File: src/hdl/tpst_pkg.sv
// Shared widths, codes and record types of the trajectory point search table.
// No dependencies; every other file of the block imports this package.
package tpst_pkg;

  localparam int MAX_POINTS = 256;
  localparam int IDX_W      = $clog2(MAX_POINTS);
  localparam int CNT_W      = $clog2(MAX_POINTS + 1);

  localparam int MODE_W = 3;
  localparam int TIME_W = 32;
  localparam int POS_W  = 24;
  localparam int EPS_W  = 16;
  localparam int STAT_W = 2;
  localparam int FIDX_W = 8;
  localparam int PCNT_W = 9;

  // Coordinate difference, its square and the sum of two squares.
  localparam int DIFF_W = POS_W + 1;
  localparam int SQ_W   = 2 * DIFF_W;
  localparam int DIST_W = SQ_W + 1;
  // Operand width of the shared unit; covers times plus one guard bit too.
  localparam int OPW    = DIST_W;

  localparam logic signed [TIME_W-1:0] TIME_MAX = {1'b0, {(TIME_W-1){1'b1}}};
  localparam logic signed [TIME_W-1:0] TIME_MIN = {1'b1, {(TIME_W-1){1'b0}}};

  typedef enum logic [MODE_W-1:0] {
    MODE_CLEAR  = 3'd0,
    MODE_APPEND = 3'd1,
    MODE_LOWER  = 3'd2,
    MODE_NEAR   = 3'd3,
    MODE_SHIFT  = 3'd4
  } mode_e;

  typedef enum logic [STAT_W-1:0] {
    ST_OK    = 2'd0,
    ST_EMPTY = 2'd1,
    ST_ORDER = 2'd2,
    ST_FULL  = 2'd3
  } status_e;

  typedef struct packed {
    logic [TIME_W-1:0] time_v;
    logic [POS_W-1:0]  x;
    logic [POS_W-1:0]  y;
  } point_t;

  typedef struct packed {
    logic             en_time;
    logic             en_pos;
    logic [IDX_W-1:0] addr;
    point_t           data;
  } wr_req_t;

  typedef struct packed {
    logic             en;
    logic [IDX_W-1:0] addr;
  } rd_req_t;

endpackage

File: src/hdl/tpst_alu.sv
// Shared arithmetic unit: one wide adder and one registered squarer of a - b.
// Depends on tpst_pkg for operand widths.
module tpst_alu (
  input  logic                           clk_i,
  input  logic                           sq_en_i,
  input  logic signed [tpst_pkg::OPW-1:0] a_i,
  input  logic signed [tpst_pkg::OPW-1:0] b_i,
  output logic signed [tpst_pkg::OPW:0]   sum_o,
  output logic [tpst_pkg::SQ_W-1:0]       sq_o
);
  import tpst_pkg::*;

  logic signed [OPW:0]     diff;
  logic signed [DIFF_W-1:0] diff_n;
  logic signed [SQ_W-1:0]   sq_full;
  logic [SQ_W-1:0]          sq_q;

  assign sum_o   = (OPW+1)'(a_i) + (OPW+1)'(b_i);
  assign diff    = (OPW+1)'(a_i) - (OPW+1)'(b_i);
  // Coordinates are narrow, so the difference fits its low bits.
  assign diff_n  = diff[DIFF_W-1:0];
  assign sq_full = diff_n * diff_n;

  always_ff @(posedge clk_i) begin
    if (sq_en_i) begin
      sq_q <= sq_full;
    end
  end

  assign sq_o = sq_q;

endmodule

File: config.mk
export PLATFORM = sky130hd
export DESIGN_NAME = tpst_alu
export DESIGN_NICKNAME = d
export VERILOG_FILES = /design/src/hdl/tpst_pkg.sv /design/src/hdl/tpst_alu.sv
export SDC_FILE = /design/constraint.sdc
export NUM_CORES = 2
export LEC_CHECK = 0
export BUFFER_PORTS_ARGS = -buffer_cell sky130_fd_sc_hd__buf_2
export CORE_MARGIN = 2
export CORE_UTILIZATION = 45
export DETAILED_ROUTE_END_ITERATION = 16
export GPL_TIMING_DRIVEN = 0
export SYNTH_ARGS = -nofsm -noshare
export SYNTH_HDL_FRONTEND = slang
export SYNTH_SLANG_ARGS = --single-unit
export TNS_END_PERCENT = 100
File: constraint.sdc
create_clock -name clk_i -period 14.6 [get_ports clk_i]
set_input_delay 0.73 -clock clk_i [delete_from_list [all_inputs] [get_ports clk_i]]
set_output_delay 0.73 -clock clk_i [all_outputs]
set_load 0.03 [all_outputs]
# --- After elaboration in Yosys (flattened, before gate mapping) ---
# Cells that the tools add are included.
word_totals:
  inputBits: 104
  regBits: 50
  elab_cells: 4
op_classes:
  mul: 1
  add_sub_neg: 2
ops:
  columns: ["op", "n"]
  rows:
  - ["51-bit by 51-bit adder with 52-bit output", 1]
  - ["25-bit by 25-bit multiplier with 50-bit output", 1]
  - ["25-bit subtractor", 1]

# --- Logic depth before layout (Yosys ltp) ---
depth:
  word_depth: 2
  depth_mapped: 41
  mapped_depth_nobuf: 40

# --- Least setup slack after synthesis ---
# No wires, ideal clock.
synth_path:
  path_kind: "input port to flip-flop"
  start: "in a_i[0] (netlist name)"
  end: "reg sq_q[48] (netlist: sq_o[48]) (data pin)"
  arrival_time_ns: 9.177
  slack_ns: 5.233
  n_path_buf: 3
  path_stages: 38
  cell_sequence: "inv_1 -> ha_1 -> inv_1 -> fa_1 -> a21o_1 -> a21boi_1 -> o21bai_1 -> nand2_1 -> o211ai_1 -> a21oi_2 -> o31ai_2 -> a31oi_1 -> and2_1 -> buf_2 -> inv_2 -> buf_4 -> nor2_1 -> fa_1 -> [... 2 more ...] -> fa_1 -> inv_1 -> fa_1 -> fa_1 -> inv_1 -> fa_1 -> fa_1 -> inv_1 -> ha_1 -> clkbuf_1 -> a21o_1 -> o21bai_1 -> a21o_1 -> a21o_1 -> a211oi_1 -> a21bo_2 -> mux2i_1 -> a2111oi_2"
synth_via:
  elab_chain_len: 2
synth_rtl:
  columns: ["item", "line_no", "text"]
  rows:
  - ["start, declared", "tpst_alu.sv:6", "input logic signed [tpst_pkg::OPW-1:0] a_i,"]
  - ["25-bit subtractor", "tpst_alu.sv:19", "assign diff = (OPW+1)'(a_i) - (OPW+1)'(b_i);"]
  - ["25-bit by 25-bit multiplier with 50-bit output", "tpst_alu.sv:22", "assign sq_full = diff_n * diff_n;"]
  - ["named net sq_full[48]", "tpst_alu.sv:15", "logic signed [SQ_W-1:0] sq_full;"]
  - ["end signal, assigned", "tpst_alu.sv:26", "sq_q <= sq_full;"]
  - ["end, declared", "tpst_alu.sv:16", "logic [SQ_W-1:0] sq_q;"]
# The timed path passes the listed nets, and every way through them passes these cells.
# A chain may end at the register's enable or synchronous reset.

# --- Final worst setup path ---
layout_path:
  start: "in a_i[0] (netlist name)"
  end: "reg sq_q[42] (netlist: sq_o[42]) (data pin)"
# Same word-level chain as after synthesis.

==> reports/qor.yml <==
count_of_pins_on_the_block_boundary: 206
yosysMostFrequentCell: "sky130_fd_sc_hd__inv_1"
detail_routed_net_length_per_standard_cell_um: 20.2
timing_worst_slew_pin_value_ns: 1.29
ant_nets: 0
yosys-mux-area-fraction: 0.000827
outcome: "completed"
htreeDepth: 2
timing.setup.critical_path_class: "primary input to register"
core_rows: 87
cp_max_fo: 10
maxSlewHeadroom: 0.131
global_route.usage.total: 0.268
hold_path_class: "primary input to register"
core_region_area_um2: 56400
antenna_found_initial: 3
vias: 19655
dp_hpwl_mm: 64.3
synth-seq-cells: 49
drv_slew: 0
drc: 0
crit_path_start_kind: "primary input"
initial_utilization: 0.456
firstDrtPassIters: 5
vias_in_the_first_global_route: 22070
area_growth_from_synthesis_to_layout_pct: 8.25
worst_setup_hold_path_clk_slew_ns: 0.08
syn-num-nets: 3709
slowest_delay_ns: 0.81
chipWidth_um: 243
fin_crit_sh: 0.774
synth_xor_area_frac: 0.0429
ys_types: 80
number_of_buffers_on_the_longest_clock_path: 2
complex_gate_fraction_of_the_synthesized_area: 0.0918
tritoncts_clock_tree: "built"
synth_enable_flop_cells: 49
grt_setup_unrepaired: "no"
cts.hold.buffers_added: 0
detail_route.iter0.violations: 1214
flip_flop_count_of_the_largest_register_all_copies_and_words_added: 49
grt_start_max_net_pins: 50
synthSimpleGateAreaFrac: 0.106
required_ns: 14.68
synth_seq_area_share: 0.0572
post_cts.repair.setup_buffers: 0
routed_wl_mm: 75.5
totalNegativeSetupSlack_ns: 0
final_hold_viols: 0
synthTopCellsByCount: "690 x sky130_fd_sc_hd__inv_1, 612 x sky130_fd_sc_hd__fa_1, 234 x sky130_fd_sc_hd__nor2_1"
clock_sink_count: 49
global_route_wire_length_before_repair_mm: 122
layout.core_utilization: 0.494
post_route_cells_drive_above_1_share: 0.0948
die-height_um: 243
fin_worst_hold_slack_ns: 0.947
gr-total-overflow: 0
synthDominantAreaCellType: "sky130_fd_sc_hd__fa_1"
postSynth.asyncResetShare: 0
cts-buffers-inserted: 5
cpMaxStageDelayCell: "sky130_fd_sc_hd__clkinv_1"
cts_resized: 0
netlist.area_leader.share: 0.476
post_synth_fa_ha_maj_area_fraction: 0.583
gp_congestion: 0.949
synth_top_family_by_area: "adder cells"
shortest_clock_period_the_worst_path_allows_after_layout_ns: 11.30
final_net_count: 3920
design.die.area_um2: 59100
via_per_inst: 5.25
syn-instance-count: 2774
clock_tree_root_driver_cell: "sky130_fd_sc_hd__clkbuf_16"
timing.critical_path.mode_cell: "sky130_fd_sc_hd__fa_1"
endpoint_kind: "register"
io_buffer_count: 204
ys.warnings.count: 0
postSynthAreaPerCell_um2: 9.27
yosys-top-cells-area: "sky130_fd_sc_hd__fa_1 48%, sky130_fd_sc_hd__ha_1 11%, sky130_fd_sc_hd__inv_1 10%"
setup_viol: 0
post_synth_instance_area_um2: 25700
timing.critical_path.arrival_ns: 11.38
cap_viol_max_count: 0
fmax_ghz: 0.0885
postSynth.topFlopCell: "sky130_fd_sc_hd__edfxtp_1"
==> per-stage QoR <==
step           instance area, um2  std cells  setup WS, ns
6_report                    27800       3744          3.30
5_1_grt                     27800       3744          2.87
3_5_place_dp                27700       3734          3.04
3_3_place_gp                27700       3734          3.06
2_1_floorplan               25700       2774          5.23
4_1_cts                     27800       3742          3.36
==> kinds of logic after synthesis <==
kind of cell | Yosys count
compound gates | 352
mux | 2
xor+xnor | 122
flops | 49
fa+ha+maj | 831
buf+inv | 791
simple gates | 626
other cells | 1
==> final cells by class <==
class                   count  area [um2]
fillers                  5531       28600
multi-input cells        1934       21200
inverters                 703        2640
flip-flops and latches     49        1470
repair buffers            204        1020
well taps                 756         946
plain buffers              88         393
clock buffers               5         125
clock inverters             3        21.3
diodes                      2        5.00
==> metal layers <==
layer / GRT usage / wire, um / vias to the layer above
met3: 0.0322 / 4510 / 171
li1: - / - / 8847
met5: 0 / 0 / -
met2: 0.461 / 36900 / 666
met1: 0.348 / 31000 / 9971
met4: 0.0992 / 3070 / 0
==> worst max-delay path, delay by kind of cell <==
kind            cells  cell delay [ns]
compound gates     10             3.16
xor+xnor            2             0.87
fa+ha+maj          10             4.14
buf+inv            10             1.77
simple gates        5             0.68
==> final timing paths <==
check                 startpoint       end  slack (ns)  cells past startpoint
worst max-delay path      a_i[0]  sq_o[42]        3.30                     37
worst min-delay path     sq_en_i   sq_o[3]        0.95                      1
==> cell usage in the layout (no fill, tap or decap), types with 6 or more instances in the layout <==
cell type	synthesis	final
sky130_fd_sc_hd__nand4_1	16	16
sky130_fd_sc_hd__clkinv_1	6	6
sky130_fd_sc_hd__nand2_1	229	229
sky130_fd_sc_hd__o31ai_1	11	11
sky130_fd_sc_hd__fa_1	612	612
sky130_fd_sc_hd__a21o_1	65	65
sky130_fd_sc_hd__buf_2	26	229
sky130_fd_sc_hd__ha_1	219	219
sky130_fd_sc_hd__inv_2	7	7
sky130_fd_sc_hd__nor4_1	6	6
sky130_fd_sc_hd__clkbuf_1	52	52
sky130_fd_sc_hd__and3_1	15	15
sky130_fd_sc_hd__nor2_1	234	234
sky130_fd_sc_hd__and2_1	22	22
sky130_fd_sc_hd__a31oi_1	16	16
sky130_fd_sc_hd__a21oi_1	104	104
sky130_fd_sc_hd__o21ai_1	6	6
sky130_fd_sc_hd__a211oi_1	13	13
sky130_fd_sc_hd__o21ai_0	48	48
sky130_fd_sc_hd__nand3_1	28	28
sky130_fd_sc_hd__nor3_1	20	20
sky130_fd_sc_hd__nor2b_1	21	21
sky130_fd_sc_hd__o21a_1	12	12
sky130_fd_sc_hd__o21bai_1	13	13
sky130_fd_sc_hd__edfxtp_1	49	49
sky130_fd_sc_hd__buf_4	8	9
sky130_fd_sc_hd__xnor2_1	88	88
sky130_fd_sc_hd__nand2b_1	9	9
sky130_fd_sc_hd__inv_1	690	690
sky130_fd_sc_hd__xor2_1	31	31
Power is not shown: default switching activity piles up to over one toggle a cycle in this logic, so the estimate is an artifact.
